### src/hdl/nfsa_pkg.sv
// ----------------------------------------------------------------------------
// nfsa_pkg
// shared types, widths and codes of the next-fit slot allocator
// ----------------------------------------------------------------------------
package nfsa_pkg;

	// field widths
	localparam int CFG_W    = 6;
	localparam int SLOT_W   = 5;
	localparam int CNT_W    = 6;
	localparam int STATUS_W = 2;

	// default pool depth and the highest slot count the register can name
	localparam int NUM_SLOTS_DEF = 32;
	localparam int SCAN_MAX      = 63;

	// register reset value
	localparam logic [CFG_W-1:0] CFG_RESET = 6'd32;

	// action codes
	localparam logic ACT_ACQUIRE = 1'b0;
	localparam logic ACT_RELEASE = 1'b1;

	// status codes
	localparam logic [STATUS_W-1:0] ST_OK         = 2'd0;
	localparam logic [STATUS_W-1:0] ST_FULL       = 2'd1;
	localparam logic [STATUS_W-1:0] ST_NOT_ACTIVE = 2'd2;

	// operation after classification
	typedef enum logic [1:0] {
		OP_ACQUIRE,
		OP_RELEASE,
		OP_REJECT
	} op_t;

	// one queued transaction
	typedef struct packed {
		op_t               op;
		logic [SLOT_W-1:0] slot;
	} q_entry_t;

	// queue status seen by the front
	typedef struct packed {
		logic full;
		logic empty;
	} q_status_t;

	// back end sequencer
	typedef enum logic {
		BK_IDLE,
		BK_COMMIT
	} back_state_t;

endpackage

### src/hdl/next_fit_slot_allocator.sv
// ----------------------------------------------------------------------------
// next_fit_slot_allocator
// pool of slots with next-fit acquire and indexed release
// ----------------------------------------------------------------------------
// channel | direction | handshake            | payload
// req     | in        | req_valid/req_stall  | action, slot
// rsp     | out       | rsp_valid/rsp_stall  | status, granted_slot, active_count
// cfg     | in        | cfg_wr_en            | cfg_wr_data (slots_in_use)
//
// each transaction passes through the back end in steps: the idle state captures the
// candidate free-slot vectors, the commit state does the find-first, state update and response load.
// a two-entry queue lets requests arrive while the back end is busy.
// reset clears every slot, the search position and the count; no sweep.
// a stalled response holds the back end in its commit cycle.
// ----------------------------------------------------------------------------
module next_fit_slot_allocator #(
	parameter int NUM_SLOTS = nfsa_pkg::NUM_SLOTS_DEF
) (
	input  logic                             clk,
	input  logic                             arst_n,
	input  logic                             cfg_wr_en,
	input  logic [nfsa_pkg::CFG_W-1:0]       cfg_wr_data,
	input  logic                             req_valid,
	output logic                             req_stall,
	input  logic                             action,
	input  logic [nfsa_pkg::SLOT_W-1:0]      slot,
	output logic                             rsp_valid,
	input  logic                             rsp_stall,
	output logic [nfsa_pkg::STATUS_W-1:0]    status,
	output logic [nfsa_pkg::SLOT_W-1:0]      granted_slot,
	output logic [nfsa_pkg::CNT_W-1:0]       active_count
);

	logic [nfsa_pkg::CNT_W-1:0] eff_slots;
	nfsa_pkg::q_status_t        q_stat;
	nfsa_pkg::q_entry_t         push_entry;
	nfsa_pkg::q_entry_t         head;
	logic                       push;
	logic                       pop;

	// request classification
	nfsa_front u_front (
		.req_valid  (req_valid),
		.req_stall  (req_stall),
		.action     (action),
		.slot       (slot),
		.eff_slots  (eff_slots),
		.q_stat     (q_stat),
		.push       (push),
		.push_entry (push_entry)
	);

	// decoupling queue
	nfsa_queue u_queue (
		.clk        (clk),
		.arst_n     (arst_n),
		.push       (push),
		.push_entry (push_entry),
		.pop        (pop),
		.head       (head),
		.q_stat     (q_stat)
	);

	// execution and response
	nfsa_back #(
		.NUM_SLOTS (NUM_SLOTS)
	) u_back (
		.clk          (clk),
		.arst_n       (arst_n),
		.cfg_wr_en    (cfg_wr_en),
		.cfg_wr_data  (cfg_wr_data),
		.eff_slots    (eff_slots),
		.q_stat       (q_stat),
		.head         (head),
		.pop          (pop),
		.rsp_valid    (rsp_valid),
		.rsp_stall    (rsp_stall),
		.status       (status),
		.granted_slot (granted_slot),
		.active_count (active_count)
	);

endmodule

### src/hdl/nfsa_front.sv
// ----------------------------------------------------------------------------
// nfsa_front
// accepts request transactions and classifies them for the back end
// ----------------------------------------------------------------------------
module nfsa_front (
	input  logic                           req_valid,
	output logic                           req_stall,
	input  logic                           action,
	input  logic [nfsa_pkg::SLOT_W-1:0]    slot,
	input  logic [nfsa_pkg::CNT_W-1:0]     eff_slots,
	input  nfsa_pkg::q_status_t            q_stat,
	output logic                           push,
	output nfsa_pkg::q_entry_t             push_entry
);

	// stall while the queue has no room
	assign req_stall = q_stat.full;
	assign push      = req_valid && !q_stat.full;

	// classify: a release outside the managed range is rejected up front
	always_comb begin
		push_entry.slot = slot;
		unique case (action)
			nfsa_pkg::ACT_RELEASE: begin
				if (nfsa_pkg::CNT_W'(slot) < eff_slots)
					push_entry.op = nfsa_pkg::OP_RELEASE;
				else
					push_entry.op = nfsa_pkg::OP_REJECT;
			end
			default: push_entry.op = nfsa_pkg::OP_ACQUIRE;
		endcase
	end

endmodule

### src/hdl/nfsa_queue.sv
// ----------------------------------------------------------------------------
// nfsa_queue
// two-entry queue between the front and the back end
// ----------------------------------------------------------------------------
module nfsa_queue (
	input  logic                 clk,
	input  logic                 arst_n,
	input  logic                 push,
	input  nfsa_pkg::q_entry_t   push_entry,
	input  logic                 pop,
	output nfsa_pkg::q_entry_t   head,
	output nfsa_pkg::q_status_t  q_stat
);

	nfsa_pkg::q_entry_t mem_q [2];
	logic               wr_ptr_q;
	logic               rd_ptr_q;
	logic [1:0]         count_q;

	assign head         = mem_q[rd_ptr_q];
	assign q_stat.full  = (count_q == 2'd2);
	assign q_stat.empty = (count_q == 2'd0);

	// storage
	always_ff @(posedge clk) begin
		if (push)
			mem_q[wr_ptr_q] <= push_entry;
	end

	// pointers and fill count
	always_ff @(posedge clk or negedge arst_n) begin
		if (!arst_n) begin
			wr_ptr_q <= 1'b0;
			rd_ptr_q <= 1'b0;
			count_q  <= 2'd0;
		end else begin
			if (push)
				wr_ptr_q <= ~wr_ptr_q;
			if (pop)
				rd_ptr_q <= ~rd_ptr_q;
			if (push && !pop)
				count_q <= count_q + 2'd1;
			else if (pop && !push)
				count_q <= count_q - 2'd1;
		end
	end

endmodule

### src/hdl/nfsa_back.sv
// ----------------------------------------------------------------------------
// nfsa_back
// slot state, next-fit search and the response register
// ----------------------------------------------------------------------------
module nfsa_back #(
	parameter int NUM_SLOTS = nfsa_pkg::NUM_SLOTS_DEF
) (
	input  logic                             clk,
	input  logic                             arst_n,
	input  logic                             cfg_wr_en,
	input  logic [nfsa_pkg::CFG_W-1:0]       cfg_wr_data,
	output logic [nfsa_pkg::CNT_W-1:0]       eff_slots,
	input  nfsa_pkg::q_status_t              q_stat,
	input  nfsa_pkg::q_entry_t               head,
	output logic                             pop,
	output logic                             rsp_valid,
	input  logic                             rsp_stall,
	output logic [nfsa_pkg::STATUS_W-1:0]    status,
	output logic [nfsa_pkg::SLOT_W-1:0]      granted_slot,
	output logic [nfsa_pkg::CNT_W-1:0]       active_count
);

	localparam int CNT_W  = nfsa_pkg::CNT_W;
	localparam int SCAN_N = (NUM_SLOTS < nfsa_pkg::SCAN_MAX) ? NUM_SLOTS : nfsa_pkg::SCAN_MAX;
	localparam int IDX_W  = $clog2(SCAN_N);

	// lowest set bit of a candidate vector
	function automatic logic [IDX_W-1:0] first_set(input logic [SCAN_N-1:0] vec);
		logic [IDX_W-1:0] r;
		r = '0;
		for (int i = SCAN_N - 1; i >= 0; i--) begin
			if (vec[i])
				r = IDX_W'(i);
		end
		return r;
	endfunction

	logic [nfsa_pkg::CFG_W-1:0] slots_q;
	logic [SCAN_N-1:0]          flags_q;
	logic [CNT_W-1:0]           search_q;
	logic [CNT_W-1:0]           used_q;
	nfsa_pkg::back_state_t      state_q, state_d;

	nfsa_pkg::op_t              op_s1;
	logic [IDX_W-1:0]           slot_s1;
	logic                       hit_s1;
	logic [SCAN_N-1:0]          cand_hi_s1;
	logic [SCAN_N-1:0]          cand_lo_s1;

	logic                       rsp_valid_q;
	logic [nfsa_pkg::STATUS_W-1:0] status_q;
	logic [nfsa_pkg::SLOT_W-1:0]   granted_q;
	logic [CNT_W-1:0]           count_q;

	logic                       out_free;
	logic                       load_s1;
	logic                       commit;
	logic [CNT_W-1:0]           start_c;
	logic [CNT_W:0]             slot_wide;
	logic [IDX_W-1:0]           head_idx;
	logic [SCAN_N-1:0]          cand_hi_c;
	logic [SCAN_N-1:0]          cand_lo_c;
	logic                       found_c;
	logic [IDX_W-1:0]           pick_c;
	logic                       take_c;
	logic                       free_c;
	logic [CNT_W-1:0]           used_d;
	logic [CNT_W-1:0]           search_d;
	logic [nfsa_pkg::STATUS_W-1:0] res_status;
	logic [nfsa_pkg::SLOT_W-1:0]   res_grant;

	// effective slot count, clamped to the pool depth
	assign eff_slots = (int'(slots_q) > NUM_SLOTS) ? CNT_W'(NUM_SLOTS) : slots_q;
	assign start_c   = (search_q < eff_slots) ? search_q : eff_slots;

	// candidate free slots above and below the search position
	always_comb begin
		for (int i = 0; i < SCAN_N; i++) begin
			cand_hi_c[i] = !flags_q[i] && (CNT_W'(i) >= start_c) && (CNT_W'(i) < eff_slots);
			cand_lo_c[i] = !flags_q[i] && (CNT_W'(i) < start_c);
		end
	end

	// release slot index at the pool's index width
	assign slot_wide = (CNT_W + 1)'(head.slot);
	assign head_idx  = slot_wide[IDX_W-1:0];

	// sequencer: next state
	always_comb begin
		state_d = state_q;
		unique case (state_q)
			nfsa_pkg::BK_IDLE:   if (!q_stat.empty) state_d = nfsa_pkg::BK_COMMIT;
			nfsa_pkg::BK_COMMIT: if (out_free) state_d = nfsa_pkg::BK_IDLE;
			default:             state_d = nfsa_pkg::BK_IDLE;
		endcase
	end

	// sequencer: outputs
	assign out_free = !rsp_valid_q || !rsp_stall;
	always_comb begin
		load_s1 = 1'b0;
		commit  = 1'b0;
		unique case (state_q)
			nfsa_pkg::BK_IDLE:   load_s1 = !q_stat.empty;
			nfsa_pkg::BK_COMMIT: commit  = out_free;
			default: ;
		endcase
	end
	assign pop = load_s1;

	always_ff @(posedge clk or negedge arst_n) begin
		if (!arst_n)
			state_q <= nfsa_pkg::BK_IDLE;
		else
			state_q <= state_d;
	end

	// first stage: capture the transaction and the candidate vectors
	always_ff @(posedge clk) begin
		if (load_s1) begin
			op_s1      <= head.op;
			slot_s1    <= head_idx;
			hit_s1     <= (head.op == nfsa_pkg::OP_RELEASE) && flags_q[head_idx];
			cand_hi_s1 <= cand_hi_c;
			cand_lo_s1 <= cand_lo_c;
		end
	end

	// second stage: pick the slot and form the result
	assign found_c = (|cand_hi_s1) || (|cand_lo_s1);
	assign pick_c  = (|cand_hi_s1) ? first_set(cand_hi_s1) : first_set(cand_lo_s1);

	always_comb begin
		take_c     = 1'b0;
		free_c     = 1'b0;
		used_d     = used_q;
		search_d   = search_q;
		res_status = nfsa_pkg::ST_NOT_ACTIVE;
		res_grant  = '0;
		unique case (op_s1)
			nfsa_pkg::OP_ACQUIRE: begin
				if (found_c) begin
					take_c     = 1'b1;
					used_d     = used_q + CNT_W'(1);
					search_d   = CNT_W'(pick_c) + CNT_W'(1);
					res_status = nfsa_pkg::ST_OK;
					res_grant  = nfsa_pkg::SLOT_W'(CNT_W'(pick_c));
				end else begin
					res_status = nfsa_pkg::ST_FULL;
				end
			end
			nfsa_pkg::OP_RELEASE: begin
				if (hit_s1) begin
					free_c     = 1'b1;
					used_d     = used_q - CNT_W'(1);
					if (CNT_W'(slot_s1) < search_q)
						search_d = CNT_W'(slot_s1);
					res_status = nfsa_pkg::ST_OK;
					res_grant  = nfsa_pkg::SLOT_W'(CNT_W'(slot_s1));
				end
			end
			default: ;
		endcase
	end

	// pool state and register
	always_ff @(posedge clk or negedge arst_n) begin
		if (!arst_n) begin
			slots_q  <= nfsa_pkg::CFG_RESET;
			flags_q  <= '0;
			search_q <= '0;
			used_q   <= '0;
		end else if (cfg_wr_en) begin
			slots_q  <= cfg_wr_data;
			flags_q  <= '0;
			search_q <= '0;
			used_q   <= '0;
		end else if (commit) begin
			if (take_c)
				flags_q[pick_c] <= 1'b1;
			if (free_c)
				flags_q[slot_s1] <= 1'b0;
			search_q <= search_d;
			used_q   <= used_d;
		end
	end

	// response register
	always_ff @(posedge clk or negedge arst_n) begin
		if (!arst_n)
			rsp_valid_q <= 1'b0;
		else if (commit)
			rsp_valid_q <= 1'b1;
		else if (!rsp_stall)
			rsp_valid_q <= 1'b0;
	end

	always_ff @(posedge clk) begin
		if (commit) begin
			status_q  <= res_status;
			granted_q <= res_grant;
			count_q   <= used_d;
		end
	end

	assign rsp_valid    = rsp_valid_q;
	assign status       = status_q;
	assign granted_slot = granted_q;
	assign active_count = count_q;

endmodule

### config.mk
export PLATFORM = sky130hd
export DESIGN_NAME = next_fit_slot_allocator
export DESIGN_NICKNAME = d
export VERILOG_FILES = /design/src/hdl/nfsa_pkg.sv /design/src/hdl/next_fit_slot_allocator.sv /design/src/hdl/nfsa_front.sv /design/src/hdl/nfsa_queue.sv /design/src/hdl/nfsa_back.sv
export SDC_FILE = /design/constraint.sdc
export NUM_CORES = 1
export LEC_CHECK = 0
export BUFFER_PORTS_ARGS = -buffer_cell sky130_fd_sc_hd__buf_2
export CORE_AREA = 2 2 150 152
export DETAILED_ROUTE_END_ITERATION = 8
export DIE_AREA = 0 0 152 154
export PLACE_DENSITY = 0.51
export SKIP_LAST_GASP = 1
export SYNTH_ARGS = -nofsm -noshare
export SYNTH_HDL_FRONTEND = slang
export SYNTH_HIERARCHICAL = 1
export SYNTH_SLANG_ARGS = --single-unit
export TNS_END_PERCENT = 100
### constraint.sdc
create_clock -name clk -period 5.4 [get_ports clk]
set_clock_uncertainty 0.2 [all_clocks]
set_input_delay 1.08 -clock clk [delete_from_list [all_inputs] [get_ports clk]]
set_output_delay 1.08 -clock clk [all_outputs]
set_load 0.01 [all_outputs]
**Word level (Yosys, flattened, before mapping)**

Memory sizes are Yosys's and may differ from the RTL's.
Cells that the tools add are included.

- Flip-flop bits (word level): 141
- RAM bits: 14
- Input bits: 17
- Logic and storage cells: 404
- Memories: 1

Memory list:

| memory | words | width | rd ports | clocked after Yosys merged registers in | write ports | line | source |
|---|---|---|---|---|---|---|---|
| u_queue.mem_q | 2 | 7 | 1 | 0 | 1 | nfsa_queue.sv:15 | `nfsa_pkg::q_entry_t mem_q [2];` |

- Add/sub/neg operators: 5
- Order comparisons: 105
- Eq/ne operators: 7
- Multiplexer cells: 113
- Bitwise logic cells: 6
- Reduce and logical (&&, ||, !) cells: 150

Operators with widths:

| operator | number |
|---|---|
| 5-bit two-way mux | 67 |
| 5-bit by 6-bit less-than comparator with 1-bit output (first input constant) | 32 |
| 32-bit two-way mux | 6 |
| 1-bit logical AND | 102 |
| 5-bit by 6-bit >= comparator with 1-bit output (first input constant) | 16 |
| 4-bit by 6-bit less-than comparator with 1-bit output (first input constant) | 16 |
| 6-bit two-way mux | 11 |
| 32-bit OR reduction | 2 |
| 4-bit by 6-bit >= comparator with 1-bit output (first input constant) | 8 |
| 3-bit by 6-bit less-than comparator with 1-bit output (first input constant) | 8 |
| 1-bit logical NOT | 38 |
| 32-bit AND | 1 |
| 32-bit NOT | 1 |
| 32-bit bitwise OR | 1 |
| 3-bit by 6-bit >= comparator with 1-bit output (first input constant) | 4 |
| 1-bit by 6-bit less-than comparator with 1-bit output (first input constant) | 4 |
| 2-bit by 6-bit less-than comparator with 1-bit output (first input constant) | 4 |
| 6-bit case mux with 2 select lines | 2 |
| 5-bit by 6-bit less-than comparator with 1-bit output (second input constant) | 3 |
| 1-bit two-way mux | 16 |
| 1-bit by 6-bit >= comparator with 1-bit output (first input constant) | 2 |
| 2-bit by 6-bit >= comparator with 1-bit output (first input constant) | 2 |
| 5-bit by 6-bit less-than comparator with 1-bit output | 2 |
| 1-bit demux with 5-bit select | 2 |
| 23 further kinds | 36 |

**Longest topological paths before layout**

- Depth in word-level cells: 45
- Mapped depth: 13

**Cells and area by module**

Netlist, hierarchy kept.

By module, submodules not included:

| module | instances | cells an instance | area each (µm²) | sequential area each (µm²) |
|---|---|---|---|---|
| nfsa_back | 1 | 749 | 7673.6 | 3854.9 |
| nfsa_queue | 1 | 38 | 693.2 | 520.5 |
| nfsa_front | 1 | 24 | 172.7 | 0.0 |

**Worst setup path before layout**

OpenSTA, ideal clock, no wires.

- Kind: register to register
- From: register u_queue.count_q[0]
- To: register u_queue.count_q[1]
- Data arrival time: 4410 ps
- Data required time: 5121 ps
- Setup slack: 711 ps
- Cell stages (with the launch flop): 8
- Buffers on the path: 0
- Period minus slack after synthesis: 4689 ps
- Cells stage by stage: dfrtp_1 > nor2_1 > nor2_1 > inv_1 > ha_1 > xor2_1 > nor2_1 > xor2_1

RTL lines:

| what | line | source |
|---|---|---|
| start: declaration | nfsa_queue.sv:18 | `logic [1:0] count_q;` |
| start signal: assignment | nfsa_queue.sv:42 | `count_q <= count_q + 2'd1;` |
| start signal: assignment | nfsa_queue.sv:44 | `count_q <= count_q - 2'd1;` |

**Final worst setup path**

- From: register u_back/slots_q[5] in the netlist's numbering
- To: register u_back.cand_lo_s1[10], data pin

- Cells in the longest elaborated chain, start to end: 6

RTL lines:

| what | line | source |
|---|---|---|
| start: declaration | nfsa_back.sv:38 | `logic [nfsa_pkg::CFG_W-1:0] slots_q;` |
| start signal: assignment | nfsa_back.sv:169 | `slots_q <= nfsa_pkg::CFG_RESET;` |
| start signal: assignment | nfsa_back.sv:174 | `slots_q <= cfg_wr_data;` |
| 6-bit greater-than comparator | nfsa_back.sv:73 | `assign eff_slots = (int'(slots_q) > NUM_SLOTS) ? CNT_W'(NUM_SLOTS) : slots_q;` |
| 6-bit two-way mux (*) | nfsa_back.sv:73 |  |
| 6-bit less-than comparator | nfsa_back.sv:74 | `assign start_c = (search_q < eff_slots) ? search_q : eff_slots;` |
| 6-bit two-way mux (*) | nfsa_back.sv:74 |  |
| 4-bit by 6-bit less-than comparator with 1-bit output (*) | nfsa_back.sv:80 | `cand_lo_c[i] = !flags_q[i] && (CNT_W'(i) < start_c);` |
| 1-bit logical AND (*) | nfsa_back.sv:80 |  |
| net u_back.cand_lo_c[10] | nfsa_back.sv:62 | `logic [SCAN_N-1:0] cand_lo_c;` |
| end signal: assignment | nfsa_back.sv:125 | `cand_lo_s1 <= cand_lo_c;` |
| end: declaration | nfsa_back.sv:48 | `logic [SCAN_N-1:0] cand_lo_s1;` |

Mark *: on every way through the listed nets, which the timed path passes. The rest lies on a longest branch.
A chain may end at the register's enable or synchronous reset.

==> results.toml <==
[outcome]
outcome = "finished, final reports clean"

[hold_path]
hold_path_class = "reg -> reg"

[clocking]
cts-root-buf = "clkbuf_16"
cts_tree = "yes"
clkTransAtPathRegs_ns = 0.07
cts_made_buffers = 17
cts_hold_buf = 0
clk_path_buf_depth = 2
clk_latency_ns = 0.44
cts_resized = 0
post-cts-setup-buffer-count = 0
h-tree-depth = 4
clock_sinks = 155

[sta]
max_freq_mhz = 222
slew_violations = 0
slew-limit-headroom_pct = 39.6
fin_crit_sh_pct = 83.4
post-route-min-period_ns = 4.50
worstMarginPinSlew_ns = 0.899
setup_violations = 0
setup_tns_ns = 0
finalHoldViolations = 0
grt_setup_unrepaired = "false"

[yosys]
syn_area_per_cell_um2 = 10.5
syn_area_mm2 = 0.00854
synth_edf_count = 99
synth_cell_type_count = 74
synthMostInstantiatedCell = "edfxtp_1"
yosys_warnings = 6
yosysTopAreaCellShare_pct = 34.8
ys.flop_type = "edfxtp_1"
synth_cells = 811
synthTopCellsByArea = "edfxtp_1 35%, dfrtp_1 16%, a21oi_1 5.2%, a211oi_1 3.5%, nor2_1 3.2%"
async_reset_ff_share_pct = 36.1
synth-seq-cells = 155
syn_nets = 848
synth_common_cells = "99 x edfxtp_1, 89 x a21oi_1, 73 x nor2_1, 55 x dfrtp_1, 49 x nand2_1"
yosysTopAreaCell = "edfxtp_1"
ys_seq_area_share_pct = 51.2

[detailed_routing]
drc = 0
via_per_inst = 6.00
firstDrtPassIters = 6
wl_per_cell_um = 24.4
drt_iter0_drc = 619
drt.antenna.violating_nets = 0
vias = 6730
wl_um = 27300

[floorplan]
die_h_um = 154
ios = 32
core_area_mm2 = 0.0217
fp.dieW_um = 152
die_area_mm2 = 0.0234
start_util_pct = 39.4
num_rows = 54

[worst_setup_path]
end_kind = "flip-flop"
critPathArrivalTime_ns = 4.49
crit_path_start_kind = "flip-flop"
cp_data_required_time_ns = 5.39
path_class = "reg -> reg"
cp_max_fo = 19

[layout]
regArea_mm2 = 0.00438
finalInstanceArea_mm2 = 0.00949
post_route_cells_drive_above_1_share_pct = 14.7
fin_nets = 865
area_growth_pct = 11.1
multi_input_area_mm2 = 0.00382
insertedDiodeCount = 0
fillerInstances = 2076

[placement]
gp_congestion = 0.940
io_buffers = 31
placed_area_mm2 = 0.00892
post-dp-hpwl_um = 20400

[grt]
grt_pass1_wl_um = 41800
grt_start_max_net_pins = 65
grt_pass1_vias = 6730
overflow = 0
grtUsageTotal_pct = 23.7
antenna_found_initial = 0

[power]
sw_frac_of_total_pct = 39.3
total_leakage_power_nw = 3.55
p_comb_share_pct = 31.6
power_per_cell_area_mw_per_mm2 = 519
power.internal_mw = 2.99
seqPwrFrac_pct = 44.5
power_mw = 4.93
switching_power_mw = 1.94
pwr-share-clk_pct = 23.9
peakVddDrop_mv = 0.224

[run]
cap_viol_max_count = 0
placed cells by master (no fill, tap or decap), drive strengths merged, types with 20 or more instances in the layout:
| master | n |
|---|---|
| a211oi | 42 |
| a21oi | 91 |
| buf | 41 |
| dfrtp | 55 |
| edfxtp | 99 |
| ha | 20 |
| inv | 43 |
| nand2 | 49 |
| nor2 | 74 |
| nor3 | 38 |
| nor4 | 31 |
| o21ai | 37 |
power by group through the flow:
| stage | logic [mW] | clock network, mW | registers (mW) |
|---|---|---|---|
| floorplan | 1.09 | 0 | 2.09 |
| global placement | 1.55 | 0 | 2.19 |
| detailed placement | 1.55 | 0 | 2.20 |
| CTS | 1.56 | 1.20 | 2.19 |
| global route | 1.71 | 1.24 | 2.25 |
| finish | 1.56 | 1.18 | 2.19 |
layer usage:
metal / routed length (µm) / track usage (%) / up-vias
met1: 11700 / 30.5 / 3331
met4: 1220 / 12.0 / 0
met3: 1410 / 3.78 / 70
met2: 13000 / 39.1 / 243
met5: 0 / 0 / -
li1: - / - / 3086
stage by stage:
| stage | instances | util (%) | hold slack (ns) | setup slack (ns) |
|---|---|---|---|---|
| after floorplan | 811 | - | 0.255 | 0.711 |
| after CTS | 1121 | 43.8 | 0.285 | 0.934 |
| after global routing | 1121 | 43.8 | 0.306 | 0.448 |
| after global placement | 1089 | 41.1 | 0.269 | 1.03 |
| final | 1121 | 43.8 | 0.279 | 0.895 |
| after detailed placement | 1089 | 41.1 | 0.271 | 0.981 |
logic make-up after synthesis:
| logic type | count (synthesis) | synth area share [%] |
|---|---|---|
| compound gates | 225 | 17.0 |
| xor+xnor | 17 | 1.74 |
| fa+ha+maj | 20 | 2.93 |
| buf+inv | 81 | 4.12 |
| flops | 155 | 51.2 |
| mux | 35 | 5.80 |
| simple gates | 278 | 17.2 |
worst max-delay path: stages (launching register included):
cell and delay [ns]:
dfstp_2 0.73, clkinv_1 0.28, nand2_1 0.26, ha_1 0.27
o21ai_0 0.07, a21oi_1 0.12, o41ai_4 0.68, mux2i_1 0.53
and2_0 0.64, o21ai_0 0.27, nor2b_1 0.20
worst paths after layout:
| path | from | endpoint | slack, ns | cells after the start |
|---|---|---|---|---|
| max in group asynchronous | arst_n | u_back/flags_q[3]$_DFFE_PN0P_ | 3.88 | 2 |
| min in group asynchronous | arst_n | u_queue/wr_ptr_q$_DFFE_PN0P_ | 0.59 | 2 |
| setup / recovery | u_back/slots_q[5]$_DFFE_PN1P_ | u_back/cand_lo_s1[10]$_DFFE_PP_ | 0.90 | 10 |
| hold / removal | u_queue/wr_ptr_q$_DFFE_PN0P_ | u_queue/wr_ptr_q$_DFFE_PN0P_ | 0.28 | 1 |
| hold reg to reg | u_queue/wr_ptr_q$_DFFE_PN0P_ | u_queue/wr_ptr_q$_DFFE_PN0P_ | 0.28 | 1 |
| setup reg to reg | u_back/slots_q[5]$_DFFE_PN1P_ | u_back/cand_lo_s1[10]$_DFFE_PP_ | 0.90 | 10 |
sequential cells by signal (all words and copies together) (netlist names), 2 cells and up:
register / cells
u_back/cand_hi_s1: 32
u_back/cand_lo_s1: 32
u_back/flags_q: 32
u_queue/mem_q: 14
u_back/active_count: 6
u_back/search_q: 6
u_back/slots_q: 6
u_back/used_q: 6
u_back/granted_slot: 5
u_back/slot_s1: 5
u_back/op_s1: 2
u_back/status: 2
u_queue/count_q: 2
area by class of cell:
type | instances | share of cell area, %
flip-flops and latches | 155 | 46.1
multi-input cells | 575 | 40.3
clock buffers | 18 | 4.63
well taps | 280 | 3.69
repair buffers | 41 | 2.43
inverters | 38 | 1.50
clock inverters | 14 | 1.40
(Power assumes the default switching activity.)
